## config.mk

```make
export PLATFORM = sky130hd
export DESIGN_NAME = drat_proof_line_encoder_unit
export DESIGN_NICKNAME = d
export VERILOG_FILES = /design/src/rtl/core/dple_pkg.sv /design/src/rtl/core/dple_datapath.sv /design/src/rtl/core/dple_ctrl.sv /design/src/rtl/core/drat_proof_line_encoder_unit.sv
export VERILOG_INCLUDE_DIRS = /design/src /design/src/rtl/core
export SDC_FILE = /design/constraint.sdc
export NUM_CORES = 1
export LEC_CHECK = 0
export ABC_CLOCK_PERIOD_IN_PS = 6030
export BUFFER_PORTS_ARGS = -buffer_cell sky130_fd_sc_hd__buf_4
export CORE_UTILIZATION = 44
export CTS_CLUSTER_DIAMETER = 50
export CTS_CLUSTER_SIZE = 14
export DETAILED_ROUTE_END_ITERATION = 16
export GPL_TIMING_DRIVEN = 0
export MAX_ROUTING_LAYER = met4
export PLACE_DENSITY_LB_ADDON = 0.08
export REMOVE_ABC_BUFFERS = 1
export SLEW_MARGIN = 15
export SYNTH_ARGS = -nofsm -noshare
export SYNTH_HDL_FRONTEND = slang
export SYNTH_SLANG_ARGS = --single-unit
```

## constraint.sdc

```tcl
create_clock -name clock -period 6.03 [get_ports clock]
set_clock_uncertainty 0.15 [all_clocks]
set_input_delay 0.9045 -clock clock [delete_from_list [all_inputs] [get_ports clock]]
set_output_delay 0.9045 -clock clock [all_outputs]
set_load 0.05 [all_outputs]
```

## src/rtl/core/drat_proof_line_encoder_unit_macros.svh

```systemverilog
// Assertion helpers for the proof line encoder.
`ifndef DRAT_PROOF_LINE_ENCODER_UNIT_MACROS_SVH
`define DRAT_PROOF_LINE_ENCODER_UNIT_MACROS_SVH

// Same-cycle implication, disabled during reset.
`define DPLE_ASSERT_NOW(label, clk, rst, ante, cons) \
   label: assert property (@(posedge clk) disable iff (rst) (ante) |-> (cons)) \
      else $error("dple assertion failed: same-cycle check");

// Next-cycle implication, disabled during reset.
`define DPLE_ASSERT_NEXT(label, clk, rst, ante, cons) \
   label: assert property (@(posedge clk) disable iff (rst) (ante) |=> (cons)) \
      else $error("dple assertion failed: next-cycle check");

`endif

```

## src/rtl/core/dple_pkg.sv

```systemverilog
package dple_pkg;

   // Input token codes.
   localparam logic [1:0] FUNC_ADD = 2'd0;
   localparam logic [1:0] FUNC_DEL = 2'd1;
   localparam logic [1:0] FUNC_LIT = 2'd2;
   localparam logic [1:0] FUNC_END = 2'd3;

   // Proof stream characters.
   localparam logic [7:0] CHAR_A       = 8'h61;
   localparam logic [7:0] CHAR_D       = 8'h64;
   localparam logic [7:0] CHAR_MINUS   = 8'h2d;
   localparam logic [7:0] CHAR_SPACE   = 8'h20;
   localparam logic [7:0] CHAR_ZERO    = 8'h30;
   localparam logic [7:0] CHAR_NEWLINE = 8'h0a;
   localparam logic [7:0] CHAR_NUL     = 8'h00;
   localparam logic [7:0] VARINT_CONT  = 8'h80;

   localparam int DIGITS    = 10;
   localparam int BCD_W     = 4 * DIGITS;
   localparam int MAG_W     = 32;
   localparam int CONV_BITS = 4;

   typedef enum logic [2:0] {
      S_IDLE,
      S_CONV,
      S_SIGN,
      S_DIGIT,
      S_SPACE,
      S_VARINT,
      S_TOK1,
      S_TOK2
   } state_type;

   typedef enum logic [3:0] {
      SEL_A,
      SEL_D,
      SEL_MINUS,
      SEL_SPACE,
      SEL_ZERO_CHAR,
      SEL_NEWLINE,
      SEL_NUL,
      SEL_DIGIT,
      SEL_VARINT
   } byte_sel_type;

   typedef struct packed {
      logic         load;
      logic         conv_step;
      logic         digit_init;
      logic         digit_next;
      logic         varint_shift;
      logic         emit;
      logic         last;
      byte_sel_type sel;
   } ctrl_cmd_type;

   typedef struct packed {
      logic       binary_mode;
      logic [1:0] func;
      logic       in_lit_zero;
      logic       neg;
      logic       conv_last;
      logic       digit_last;
      logic       varint_more;
   } dp_status_type;

endpackage

```

## src/rtl/core/dple_datapath.sv

```systemverilog
module dple_datapath import dple_pkg::*; (
   input  logic               clock,
   input  logic               reset,
   input  ctrl_cmd_type       cmd,
   input  logic [1:0]         req_func,
   input  logic signed [31:0] req_literal,
   input  logic               csr_write,
   input  logic               csr_wdata,
   output dp_status_type      status,
   output logic               rsp_strobe,
   output logic [7:0]         rsp_out_byte,
   output logic               rsp_last_of_run
);

   localparam int CNT_W = $clog2(MAG_W / CONV_BITS);
   localparam int IDX_W = $clog2(DIGITS);
   localparam int DD_W  = BCD_W + MAG_W;

   logic                 mode_ff;
   logic [1:0]           func_ff;
   logic                 neg_ff;
   logic [MAG_W-1:0]     mag_ff, mag_in;
   logic [BCD_W-1:0]     bcd_ff;
   logic [MAG_W:0]       varint_ff;
   logic [CNT_W-1:0]     cnt_ff;
   logic [IDX_W-1:0]     idx_ff, lead_idx;
   logic [DD_W-1:0]      dabble_out;
   logic                 strobe_ff;
   logic [7:0]           byte_ff, byte_in;
   logic                 last_ff;
   logic                 varint_more;

   // Several double-dabble steps: correct every BCD digit, then shift one bit in.
   function automatic logic [DD_W-1:0] dabble(input logic [DD_W-1:0] v);
      logic [DD_W-1:0] t;
      t = v;
      for (int s = 0; s < CONV_BITS; s++) begin
         for (int d = 0; d < DIGITS; d++) begin
            if (t[MAG_W + 4*d +: 4] >= 4'd5) begin
               t[MAG_W + 4*d +: 4] = t[MAG_W + 4*d +: 4] + 4'd3;
            end
         end
         t = t << 1;
      end
      return t;
   endfunction

   assign mag_in      = req_literal[31] ? (~req_literal + 32'd1) : req_literal;
   assign dabble_out  = dabble({bcd_ff, mag_ff});
   assign varint_more = (varint_ff[MAG_W:7] != '0);

   always_comb begin
      lead_idx = '0;
      for (int i = 0; i < DIGITS; i++) begin
         if (bcd_ff[4*i +: 4] != 4'd0) begin
            lead_idx = IDX_W'(i);
         end
      end
   end

   always_ff @(posedge clock) begin
      if (reset) begin
         mode_ff <= 1'b0;
      end else if (csr_write) begin
         mode_ff <= csr_wdata;
      end
   end

   always_ff @(posedge clock) begin
      if (cmd.load) begin
         func_ff   <= req_func;
         neg_ff    <= req_literal[31];
         mag_ff    <= mag_in;
         bcd_ff    <= '0;
         varint_ff <= {mag_in, req_literal[31]};
         cnt_ff    <= '0;
      end else begin
         if (cmd.conv_step) begin
            {bcd_ff, mag_ff} <= dabble_out;
            cnt_ff           <= cnt_ff + 1'b1;
         end
         if (cmd.varint_shift) begin
            varint_ff <= varint_ff >> 7;
         end
      end
      if (cmd.digit_init) begin
         idx_ff <= lead_idx;
      end else if (cmd.digit_next) begin
         idx_ff <= idx_ff - 1'b1;
      end
   end

   always_comb begin
      unique case (cmd.sel)
         SEL_A:         byte_in = CHAR_A;
         SEL_D:         byte_in = CHAR_D;
         SEL_MINUS:     byte_in = CHAR_MINUS;
         SEL_SPACE:     byte_in = CHAR_SPACE;
         SEL_ZERO_CHAR: byte_in = CHAR_ZERO;
         SEL_NEWLINE:   byte_in = CHAR_NEWLINE;
         SEL_NUL:       byte_in = CHAR_NUL;
         SEL_DIGIT:     byte_in = CHAR_ZERO | {4'h0, bcd_ff[{idx_ff, 2'b00} +: 4]};
         SEL_VARINT:    byte_in = (varint_more ? VARINT_CONT : 8'h00) | {1'b0, varint_ff[6:0]};
         default:       byte_in = CHAR_NUL;
      endcase
   end

   always_ff @(posedge clock) begin
      if (reset) begin
         strobe_ff <= 1'b0;
      end else begin
         strobe_ff <= cmd.emit;
      end
      byte_ff <= byte_in;
      last_ff <= cmd.last;
   end

   assign status.binary_mode = mode_ff;
   assign status.func        = func_ff;
   assign status.in_lit_zero = (req_literal == 32'sd0);
   assign status.neg         = neg_ff;
   assign status.conv_last   = (cnt_ff == {CNT_W{1'b1}});
   assign status.digit_last  = (idx_ff == '0);
   assign status.varint_more = varint_more;

   assign rsp_strobe      = strobe_ff;
   assign rsp_out_byte    = byte_ff;
   assign rsp_last_of_run = last_ff;

endmodule

```

## src/rtl/core/dple_ctrl.sv

```systemverilog
module dple_ctrl import dple_pkg::*; (
   input  logic          clock,
   input  logic          reset,
   input  logic          start,
   input  logic [1:0]    req_func,
   input  dp_status_type status,
   output ctrl_cmd_type  cmd,
   output logic          busy
);

   state_type state_ff, state_in;
   logic      tok1_last;

   // Whether the first byte of a fixed token ends its run.
   always_comb begin
      unique case (status.func)
         FUNC_ADD: tok1_last = 1'b1;
         FUNC_DEL: tok1_last = status.binary_mode;
         default:  tok1_last = status.binary_mode;
      endcase
   end

   always_comb begin
      state_in = state_ff;
      unique case (state_ff)
         S_IDLE: begin
            if (start) begin
               if (req_func == FUNC_LIT) begin
                  if (status.in_lit_zero) begin
                     state_in = S_IDLE;
                  end else if (status.binary_mode) begin
                     state_in = S_VARINT;
                  end else begin
                     state_in = S_CONV;
                  end
               end else if (req_func == FUNC_ADD && !status.binary_mode) begin
                  state_in = S_IDLE;
               end else begin
                  state_in = S_TOK1;
               end
            end
         end
         S_CONV:   if (status.conv_last) state_in = S_SIGN;
         S_SIGN:   state_in = S_DIGIT;
         S_DIGIT:  if (status.digit_last) state_in = S_SPACE;
         S_SPACE:  state_in = S_IDLE;
         S_VARINT: if (!status.varint_more) state_in = S_IDLE;
         S_TOK1:   state_in = tok1_last ? S_IDLE : S_TOK2;
         S_TOK2:   state_in = S_IDLE;
         default:  state_in = S_IDLE;
      endcase
   end

   always_comb begin
      cmd = '{load: 1'b0, conv_step: 1'b0, digit_init: 1'b0, digit_next: 1'b0,
              varint_shift: 1'b0, emit: 1'b0, last: 1'b0, sel: SEL_NUL};
      unique case (state_ff)
         S_IDLE: cmd.load = start;
         S_CONV: cmd.conv_step = 1'b1;
         S_SIGN: begin
            cmd.digit_init = 1'b1;
            cmd.emit       = status.neg;
            cmd.sel        = SEL_MINUS;
         end
         S_DIGIT: begin
            cmd.emit       = 1'b1;
            cmd.digit_next = 1'b1;
            cmd.sel        = SEL_DIGIT;
         end
         S_SPACE: begin
            cmd.emit = 1'b1;
            cmd.last = 1'b1;
            cmd.sel  = SEL_SPACE;
         end
         S_VARINT: begin
            cmd.emit         = 1'b1;
            cmd.last         = !status.varint_more;
            cmd.varint_shift = 1'b1;
            cmd.sel          = SEL_VARINT;
         end
         S_TOK1: begin
            cmd.emit = 1'b1;
            cmd.last = tok1_last;
            unique case (status.func)
               FUNC_ADD: cmd.sel = SEL_A;
               FUNC_DEL: cmd.sel = SEL_D;
               default:  cmd.sel = status.binary_mode ? SEL_NUL : SEL_ZERO_CHAR;
            endcase
         end
         S_TOK2: begin
            cmd.emit = 1'b1;
            cmd.last = 1'b1;
            cmd.sel  = (status.func == FUNC_DEL) ? SEL_SPACE : SEL_NEWLINE;
         end
         default: cmd.emit = 1'b0;
      endcase
   end

   always_ff @(posedge clock) begin
      if (reset) begin
         state_ff <= S_IDLE;
      end else begin
         state_ff <= state_in;
      end
   end

   assign busy = (state_ff != S_IDLE);

endmodule

```

## src/rtl/core/drat_proof_line_encoder_unit.sv

```systemverilog
// A token's or binary literal's first byte is emitted from the first state after acceptance; a
// negative text literal's '-' from the sign state after the conversion states, then digits.
// Throughput: one output byte per cycle while a run streams; a word keeps the unit busy until
// its last byte is emitted, and no new word is accepted while it is busy.
// Reset (synchronous, active high) returns the controller to idle and selects text mode.
// The receiver cannot stall: every result is presented for exactly one cycle on rsp_strobe.
`include "drat_proof_line_encoder_unit_macros.svh"

module drat_proof_line_encoder_unit import dple_pkg::*; (
   input  logic               clock,
   input  logic               reset,
   // Input word: accepted when start is high and busy is low.
   input  logic               start,
   output logic               busy,
   input  logic [1:0]         req_func,
   input  logic signed [31:0] req_literal,
   // Result word: one byte per strobe.
   output logic               rsp_strobe,
   output logic [7:0]         rsp_out_byte,
   output logic               rsp_last_of_run,
   // Mode register write channel.
   input  logic               csr_valid,
   output logic               csr_ready,
   input  logic               csr_wdata
);

   ctrl_cmd_type  cmd;
   dp_status_type status;

   // Writes always land; the user must change the mode register only while the unit is idle.
   assign csr_ready = 1'b1;

   // The controller sequences each word: fixed tokens go to at most two emit states, nonzero
   // binary literals stream seven bits of the varint per cycle, and nonzero text literals
   // run an iterative binary-to-BCD conversion, four bits per cycle, before digits stream out.
   dple_ctrl u_ctrl (
      .clock    (clock),
      .reset    (reset),
      .start    (start),
      .req_func (req_func),
      .status   (status),
      .cmd      (cmd),
      .busy     (busy)
   );

   // The datapath holds the captured word, the conversion registers, the mode register and
   // the registered output byte.
   dple_datapath u_datapath (
      .clock           (clock),
      .reset           (reset),
      .cmd             (cmd),
      .req_func        (req_func),
      .req_literal     (req_literal),
      .csr_write       (csr_valid && csr_ready),
      .csr_wdata       (csr_wdata),
      .status          (status),
      .rsp_strobe      (rsp_strobe),
      .rsp_out_byte    (rsp_out_byte),
      .rsp_last_of_run (rsp_last_of_run)
   );

   // A byte that does not end its run must be followed by more, so the unit is still busy.
   `DPLE_ASSERT_NOW(a_mid_run_busy, clock, reset, rsp_strobe && !rsp_last_of_run, busy)
   // The final byte of a run is never directly followed by another byte.
   `DPLE_ASSERT_NEXT(a_gap_after_last, clock, reset, rsp_strobe && rsp_last_of_run, !rsp_strobe)
   // Accepting a word happens only in idle, which emits nothing in that cycle.
   `DPLE_ASSERT_NEXT(a_accept_quiet, clock, reset, start && !busy, !rsp_strobe)

endmodule
```

==> flow_summary.ini, run 1 <==
[run_status]
status = complete, no violations

[cells_and_area]
synthToLayoutAreaGrowth_pct = 11.48
final_cell_mix = nand2_1 (146), o21ai_0 (111), nor2_1 (94)
antennaDiodeCount = 0
fillCellCount = 2347
multi_input_area_mm2 = 0.006955
drive_gt1_share_pct = 10.28
layout.nets = 1413
seqCellArea_mm2 = 0.003303
final_common_cell = nand2_1

[logic_synthesis]
syn_area_per_cell_um2 = 8.131
synth-async-reset-ratio_pct = 0
postSynthCellCount = 1320
synth_edf_count = 72
ys_types = 78
synth_area_mm2 = 0.01073
synth_top_area_share_pct = 20.14
synth.area.top_cells = edfxtp_1 (20%), dfxtp_1 (11%), o21ai_0 (5.2%), nand2_1 (5.2%), ha_1 (5.1%)
synth-seq-cells = 129
yosys_warnings = 0
synth_ff_type = edfxtp_1
seq_area_frac_synth_pct = 30.78
synth.largest_area_cell = edfxtp_1

[sta]
slew_viol_final = 0
hold_ws_ns = 0.2917
tightest_slew_ns = 1.027
fin_crit_sh_pct = 77.31
finalSetupViolations = 0
clock.fmax_ghz = 0.2145
final_hold_viol_count = 0
tns_ns = 0
period_minus_slack_ns = 4.662
maxSlewHeadroom_pct = 30.69
grt_setup_unrepaired = no

[worst_setup_path]
worst_setup_path_endpoint = u_datapath.bcd_ff[38]
rrSetupSlack_ns = 1.37
cp_num_buf_inv = 2
end_kind = flop
required_ns = 6.20
crit_slowest_cell = o311ai_0
crit_chain = inv_1 > ha_1 > nor2b_1 > o21ai_0 > or2_2 > ha_1 > o311ai_0 > and2_1 > nand2b_1 > xor2_1 > inv_1 > ha_1 > nand2b_1 > a211oi_1 > nand2_1 > a31o_2
r2r-end = u_datapath.bcd_ff[38]
worst-path-max-fanout = 7
r2r_start = u_datapath.bcd_ff[32]
cp.depth = 16
cp.arrival_ns = 4.83
start_kind = flop
critical_path_class = reg2reg
critPathMostFrequentCell = ha_1
critical-path-max-stage-delay_ns = 0.79
crit_path_start = u_datapath.bcd_ff[32]
reg2regPathDepth = 16
critPathTopFamily = compound AO/OA/AOI/OAI gates

[detailed_routing]
vias = 9790
routedWlPerCell_um = 16.80
wirelength_um = 27920
postRouteAntennaNets = 0
vias_per_cell = 5.890
drc = 0
first_pass_iters = 5
first_iter_violations = 584

[global_route]
grt_overflow = 0
grt_max_degree = 53
first_global_vias = 8774
grt_usage_pct = 23.47
grt_antenna_before_repair = 0
grt_pass1_wl_um = 44290

[min_path]
hold_path.class = reg2reg

[clocking]
cts_num_sinks = 129
root_buffer = clkbuf_16
clock_latency_ns = 0.43
ctsHtreeMaxLevel = 4
post_cts_resize_count = 0
postCtsHoldBufs = 0
cts_setup_buffers = 0
clockBufferDepth = 2
clk_pin_slew_ns = 0.07
cts_buffers = 17
cts_tree = done

[floorplan]
initial_utilization_pct = 45.32
dieArea_mm2 = 0.02502
coreArea_mm2 = 0.02368
rows = 56
ios = 51
die_h_um = 158.2
die_w_um = 158.2

[place]
place_hpwl_um = 20720
gp_congestion = 0.8229
numPortBuffers = 49

[flow_run]
cap_violations = 0
-- through the flow --
step / util, % / setup slack [ns] / cell area (µm²) / std cells
after global routing: 50.52 / 0.9966 / 11970 / 1662
after global placement: 47.50 / -2.800 / 11250 / 1626
after detailed placement: 48.04 / 1.467 / 11380 / 1630
final: 50.52 / 1.368 / 11970 / 1662
after floorplan: - / 0.7870 / 10480 / 1258
after CTS: 50.52 / 1.432 / 11970 / 1662
-- final cells by class --
type                            count  area share (%)
Multi-Input combinational cell   1061           58.13
Sequential cell                   129           27.61
Timing Repair Buffer               53           3.869
Clock buffer                       17           3.555
Tap cell                          319           3.336
Inverter                           68           2.144
Clock inverter                     15           1.359
-- metal layers --
layer,wire [µm],share of wire (%),vias to the layer above,GRT usage (%)
li1,-,-,4990,-
met1,13230,47,4607,29.83
met2,13400,48,167,38.72
met3,775,2.8,26,3.449
met4,507,1.8,0,6.593
met5,0,0,-,-
-- tightest hold or removal path, delay by kind of cell (launching register included) --
family / cells / cell delay [ns]
flip-flops: 1 / 0.32
AO/OA/AOI/OAI: 1 / 0.05
AND/OR/NAND/NOR: 1 / 0.04
-- synth_stat cells (all sizes together) (18+ instances only) --
library cell,instances
nand3,30
mux2i,28
inv,66
edfxtp,72
clkbuf,49
or2,20
a211oi,33
ha,44
nor2,96
o21a,61
o21ai,115
nand2b,24
dfxtp,57
a21oi,74
xor2,26
a21o,18
o211ai,19
nand2,149
nor3,21
-- how the worst min path moves through the flow --
stage,end,startpoint,cells after the start
3_5_place_dp,u_datapath.bcd_ff[0],u_datapath.mag_ff[28],2
2_1_floorplan,u_datapath.rsp_out_byte[0],u_datapath.varint_ff[0],2
5_1_grt,u_datapath.bcd_ff[0],u_datapath.mag_ff[28],2
3_3_place_gp,u_datapath.bcd_ff[0],u_datapath.mag_ff[28],2
6_report,u_datapath.bcd_ff[0],u_datapath.mag_ff[28],2
4_1_cts,u_datapath.bcd_ff[0],u_datapath.mag_ff[28],2
-- cells by family after synthesis --
family	after synthesis	synth area share (%)
AO/OA/AOI/OAI	479	30.24
XOR/XNOR	41	3.346
adder cells (fa/ha/maj)	44	5.129
buffers and inverters	130	4.710
flip-flops	129	30.78
multiplexers	44	5.129
other	1	0.03494
AND/OR/NAND/NOR	452	20.63
-- registers in the layout (all words and copies together) (netlist names) --
name and count:
u_datapath.bcd_ff 40, u_datapath.varint_ff 33, u_datapath.mode_ff 1, u_datapath.rsp_strobe 1
u_datapath.rsp_out_byte 8, u_datapath.idx_ff 4, u_datapath.func_ff 2, u_datapath.rsp_last_of_run 1
u_ctrl.state_ff 3, u_datapath.cnt_ff 3, u_datapath.neg_ff 1, u_datapath.mag_ff 32
Power of run 1 is not shown: default switching activity piles up to over one toggle a cycle in this logic, so the estimate is an artifact.
==> inputs of run 2 (changes only) <==
Settings changed: ABC_AREA from default to 1, ABC_CLOCK_PERIOD_IN_PS 6030 to 4400.
Clock period 6.03 ns to 4.4 ns, I/O delays scaled along.
==> flow_summary.ini, run 2 <==
[flow_run]
cap_violations = 0

[floorplan]
ios = 51
initial_utilization_pct = 45.30
coreArea_mm2 = 0.02292
die_h_um = 155.6
die_w_um = 155.6
dieArea_mm2 = 0.02421
rows = 55

[worst_setup_path]
end_kind = flop
reg2regPathDepth = 29
required_ns = 4.57
rrSetupSlack_ns = 0.83
worst-path-max-fanout = 5
critical_path_class = reg2reg
start_kind = flop
crit_slowest_cell = dfxtp_1
critPathMostFrequentCell = nand2_1
cp.arrival_ns = 3.74
critical-path-max-stage-delay_ns = 0.38

[clocking]
clockBufferDepth = 2
cts_setup_buffers = 0
root_buffer = clkbuf_16
postCtsHoldBufs = 0
cts_buffers = 17
post_cts_resize_count = 0
ctsHtreeMaxLevel = 4
cts_tree = done
clk_pin_slew_ns = 0.06
clock_latency_ns = 0.43
cts_num_sinks = 129

[logic_synthesis]
synth.largest_area_cell = edfxtp_1
synth_area_mm2 = 0.01038
synth_top_area_share_pct = 20.83
syn_area_per_cell_um2 = 6.745
synth-async-reset-ratio_pct = 0
synth.area.top_cells = edfxtp_1 (21%), nand2_1 (16%), dfxtp_1 (11%), inv_1 (7.7%), nand3_1 (6.3%)
synth_most_common_cell = nand2_1
seq_area_frac_synth_pct = 31.82
yosys_warnings = 0
synth_edf_count = 72
synth_ff_type = edfxtp_1
synth-seq-cells = 129
ys_types = 56
synth_common_cells = nand2_1 (430), inv_1 (214), nand3_1 (131)
postSynthCellCount = 1539

[cells_and_area]
final_cell_mix = nand2_1 (429), inv_1 (212), nand3_1 (131)
largest_register_ffs = 40
layout.nets = 1661
synthToLayoutAreaGrowth_pct = 12.93
regMostFlops = u_datapath.bcd_ff
final_common_cell = nand2_1
reg_top3 = u_datapath.bcd_ff: 40 flops, u_datapath.varint_ff: 33 flops, u_datapath.mag_ff: 32 flops
antennaDiodeCount = 0
drive_gt1_share_pct = 15.16
fin_util_pct = 51.16

[detailed_routing]
wl_met2_um = 12310
routedWlPerCell_um = 13.60
vias = 9720
drt-met1-wl_um = 12080
first_pass_iters = 6
top_layer = met4
postRouteAntennaNets = 0
drc = 0
wirelength_um = 25870
wl_met3_um = 933
vias_per_cell = 5.108
first_iter_violations = 581

[sta]
final_hold_viol_count = 0
slew_viol_final = 0
hold_ws_ns = 0.2801
maxSlewHeadroom_pct = 32.23
period_minus_slack_ns = 3.571
finalSetupViolations = 0
clock.fmax_ghz = 0.2800
fin_crit_sh_pct = 81.17
grt_setup_unrepaired = no
tightest_slew_ns = 1.015

[global_route]
grt_max_degree = 76
grt_pass1_wl_um = 42920
grt_antenna_before_repair = 0
grt_usage_pct = 22.97
first_global_vias = 8928
grt_overflow = 0

[min_path]
hold_path.class = in2reg
hold_depth = 2

[place]
numPortBuffers = 49
place_hpwl_um = 19970
gp_congestion = 0.8780

[run_status]
status = complete, no violations
## run 2: final timing paths
kind                                                   end                     from
worst max-delay path                 u_datapath.bcd_ff[37]    u_datapath.bcd_ff[32]
worst min-delay path                    u_datapath.mode_ff                csr_valid
worst max register to register       u_datapath.bcd_ff[37]    u_datapath.bcd_ff[32]
worst min register to register  u_datapath.rsp_out_byte[6]  u_datapath.varint_ff[6]
## run 2: per-stage QoR
step | cells | worst slack, ns | TNS (ns) | cell area (µm²)
2_1_floorplan | 1507 | -0.4028 | -13.29 | 10250
4_1_cts | 1903 | 0.8031 | 0 | 11720
6_report | 1903 | 0.8287 | 0 | 11720
3_3_place_gp | 1869 | -3.563 | -352.32 | 11010
5_1_grt | 1903 | 0.3507 | 0 | 11720
3_5_place_dp | 1872 | 0.8219 | 0 | 11090
## run 2: layout make-up
class	instances	area, µm²
Tap cell	313	391.6
Fill cell	2284	11190
Multi-Input combinational cell	1140	6068
Sequential cell	129	3303
Inverter	238	895.9
Clock buffer	17	425.4
Timing Repair Buffer	52	435.4
Clock inverter	14	203.9
## run 2: layer usage
layer	GRT usage [%]	up-vias
met5	-	-
met4	7.890	0
met3	2.778	40
met2	38.57	169
met1	28.56	4356
li1	-	5155
## run 2: cell families (layout without fill, tap and decap cells)
family          count (synthesis)  in the layout  share of synthesized area [%]
mux                             1              1                        0.09642
simple gates                  838            838                          38.03
flops                         129            129                          31.82
xor+xnor                        9              9                         0.7594
compound gates                247            247                          14.07
other cells                     1              1                        0.03612
fa+ha+maj                      44             44                          5.303
buf+inv                       270            321                          9.895
## run 2: critical path, delay by kind of cell (launching register included)
family                     cells  cell delay, ns
xor gates and xnor gates       1            0.25
adders and majority gates      4            0.77
buffers and inverters          6            0.42
DFF                            1            0.38
and+or+nand+nor               18            1.53
Power of run 2 is left out for the same reason.
==> inputs of run 3 (changes only) <==
Settings changed: ABC_AREA 1 to 0, ABC_CLOCK_PERIOD_IN_PS 4400 to 3300.
Clock period 4.4 ns to 3.3 ns, I/O delays scaled along.
==> flow_summary.ini, run 3 (synthesis results as in run 1) <==
[floorplan]
initial_utilization_pct = 45.32
rows = 56
die_h_um = 158.2
coreArea_mm2 = 0.02368
dieArea_mm2 = 0.02502
die_w_um = 158.2
ios = 51

[worst_setup_path]
cp.depth = 18
required_ns = 3.47
crit_chain = inv_4 > ha_4 > buf_6 > nand2b_4 > a211oi_4 > or2_4 > ha_4 > o21bai_4 > a211oi_4 > nor2_2 > inv_2 > ha_4 > nor3_2 > a221oi_2 > o22ai_2 > o21a_1 > and3_1 > a221o_1
critical_path_class = reg2reg
critPathTopFamily = compound AO/OA/AOI/OAI gates
cp_num_buf_inv = 3
reg2regPathDepth = 18
end_kind = flop
start_kind = flop
critPathMostFrequentCell = ha_4
cp.arrival_ns = 3.63
worst-path-max-fanout = 4
crit_slowest_cell = dfxtp_4
critical-path-max-stage-delay_ns = 0.38

[cells_and_area]
reg_top3 = u_datapath.bcd_ff: 40 flops, u_datapath.varint_ff: 33 flops, u_datapath.mag_ff: 32 flops
final_cell_mix = buf_4 (191), nand2_1 (141), nor2_1 (80)
antennaDiodeCount = 0
fillCellCount = 2006
drive_gt1_share_pct = 39.36
largest_register_ffs = 40
regMostFlops = u_datapath.bcd_ff
final_common_cell = buf_4
synthToLayoutAreaGrowth_pct = 40.24
layout.nets = 1574

[detailed_routing]
first_pass_iters = 5
routedWlPerCell_um = 18.24
drc = 0
wirelength_um = 33250
vias_per_cell = 5.949
vias = 10850
first_iter_violations = 534
postRouteAntennaNets = 0

[clocking]
cts_num_sinks = 129
clk_pin_slew_ns = 0.07
cts_tree = done
cts_buffers = 17
clock_latency_ns = 0.43
ctsHtreeMaxLevel = 4
root_buffer = clkbuf_16
clockBufferDepth = 2
postCtsHoldBufs = 0

[sta]
slew_viol_final = 0
tightest_slew_ns = 0.8498
maxSlewHeadroom_pct = 43.15
grt_setup_unrepaired = yes
clock.fmax_ghz = 0.2890
period_minus_slack_ns = 3.461
final_hold_viol_count = 0
fin_crit_sh_pct = 104.9
setup_slack_ns = -0.1608
finalSetupViolations = 14

[global_route]
grt_overflow = 0
grt_pass1_wl_um = 50410
grt_max_degree = 54
grt_usage_pct = 26.60
first_global_vias = 10080
grt_antenna_before_repair = 0

[min_path]
hold_path.class = in2reg
hold_depth = 1

[place]
numPortBuffers = 49
pre_cts_ws_ns = -1.263
place_hpwl_um = 20720
gp_congestion = 0.8229

[flow_run]
cap_violations = 0

[run_status]
status = complete, but fails checks
violations = setup timing
## run 3: cell count changes in the layout (fill, tap and decap cells not counted), sizes merged, moves of 34 or more
| cell | change |
|---|---|
| inv | -165 |
| nand3 | -130 |
| nand2 | -340 |
| o21ai | -34 |
| o21a | +59 |
| buf | +161 |
## run 3: through the flow
stage                     hold slack (ns)  instance area, µm²  cells  utilization [%]  TNS (ns)
final                              0.1059               15050   1823            63.56   -0.9956
after global routing              0.09499               15050   1823            63.56    -4.541
after CTS                         0.09209               14080   1775            59.44   -0.4473
after detailed placement           0.2783               11380   1630            48.04    -50.59
after global placement             0.2855               11250   1626            47.50   -417.76
after floorplan                    0.2581               10480   1258                -    -94.08
## run 3: area by class of cell
| cell class | instances | area, µm² | share of cell area (%) |
|---|---|---|---|
| Clock buffer | 17 | 425.4 | 2.826 |
| Clock inverter | 15 | 162.7 | 1.081 |
| Inverter | 68 | 302.8 | 2.012 |
| Multi-Input combinational cell | 1062 | 8633 | 57.36 |
| Sequential cell | 129 | 3388 | 22.51 |
| Tap cell | 319 | 399.1 | 2.652 |
| Timing Repair Buffer | 213 | 1740 | 11.56 |
## run 3: what timing repair did
| action | CTS | global route |
|---|---|---|
| setup endpoints to repair | 70 | 67 |
| gates cloned | 1 | 0 |
| pin swaps | 110 | 98 |
| buffers inserted | 112 | 51 |
| gates resized for setup | 318 | 158 |
## run 3: worst paths after layout
kind,slack [ns],startpoint,to
worst max register to register,-0.16,u_datapath.bcd_ff[32],u_datapath.bcd_ff[35]
worst min register to register,0.29,u_datapath.mag_ff[28],u_datapath.bcd_ff[0]
worst max-delay path,-0.16,u_datapath.bcd_ff[32],u_datapath.bcd_ff[35]
worst min-delay path,0.11,req_func[0],u_datapath.func_ff[0]
## run 3: layer usage
layer / global-route usage, % / share of wire [%] / vias to the layer above / routed length [µm]
li1: - / - / 5300 / -
met4: 8.425 / 2.5 / 0 / 830
met5: - / 0 / - / 0
met2: 46.47 / 51 / 229 / 16830
met1: 31.91 / 44 / 5258 / 14530
met3: 2.929 / 3.2 / 58 / 1064
Power of run 3 is left out for the same reason.
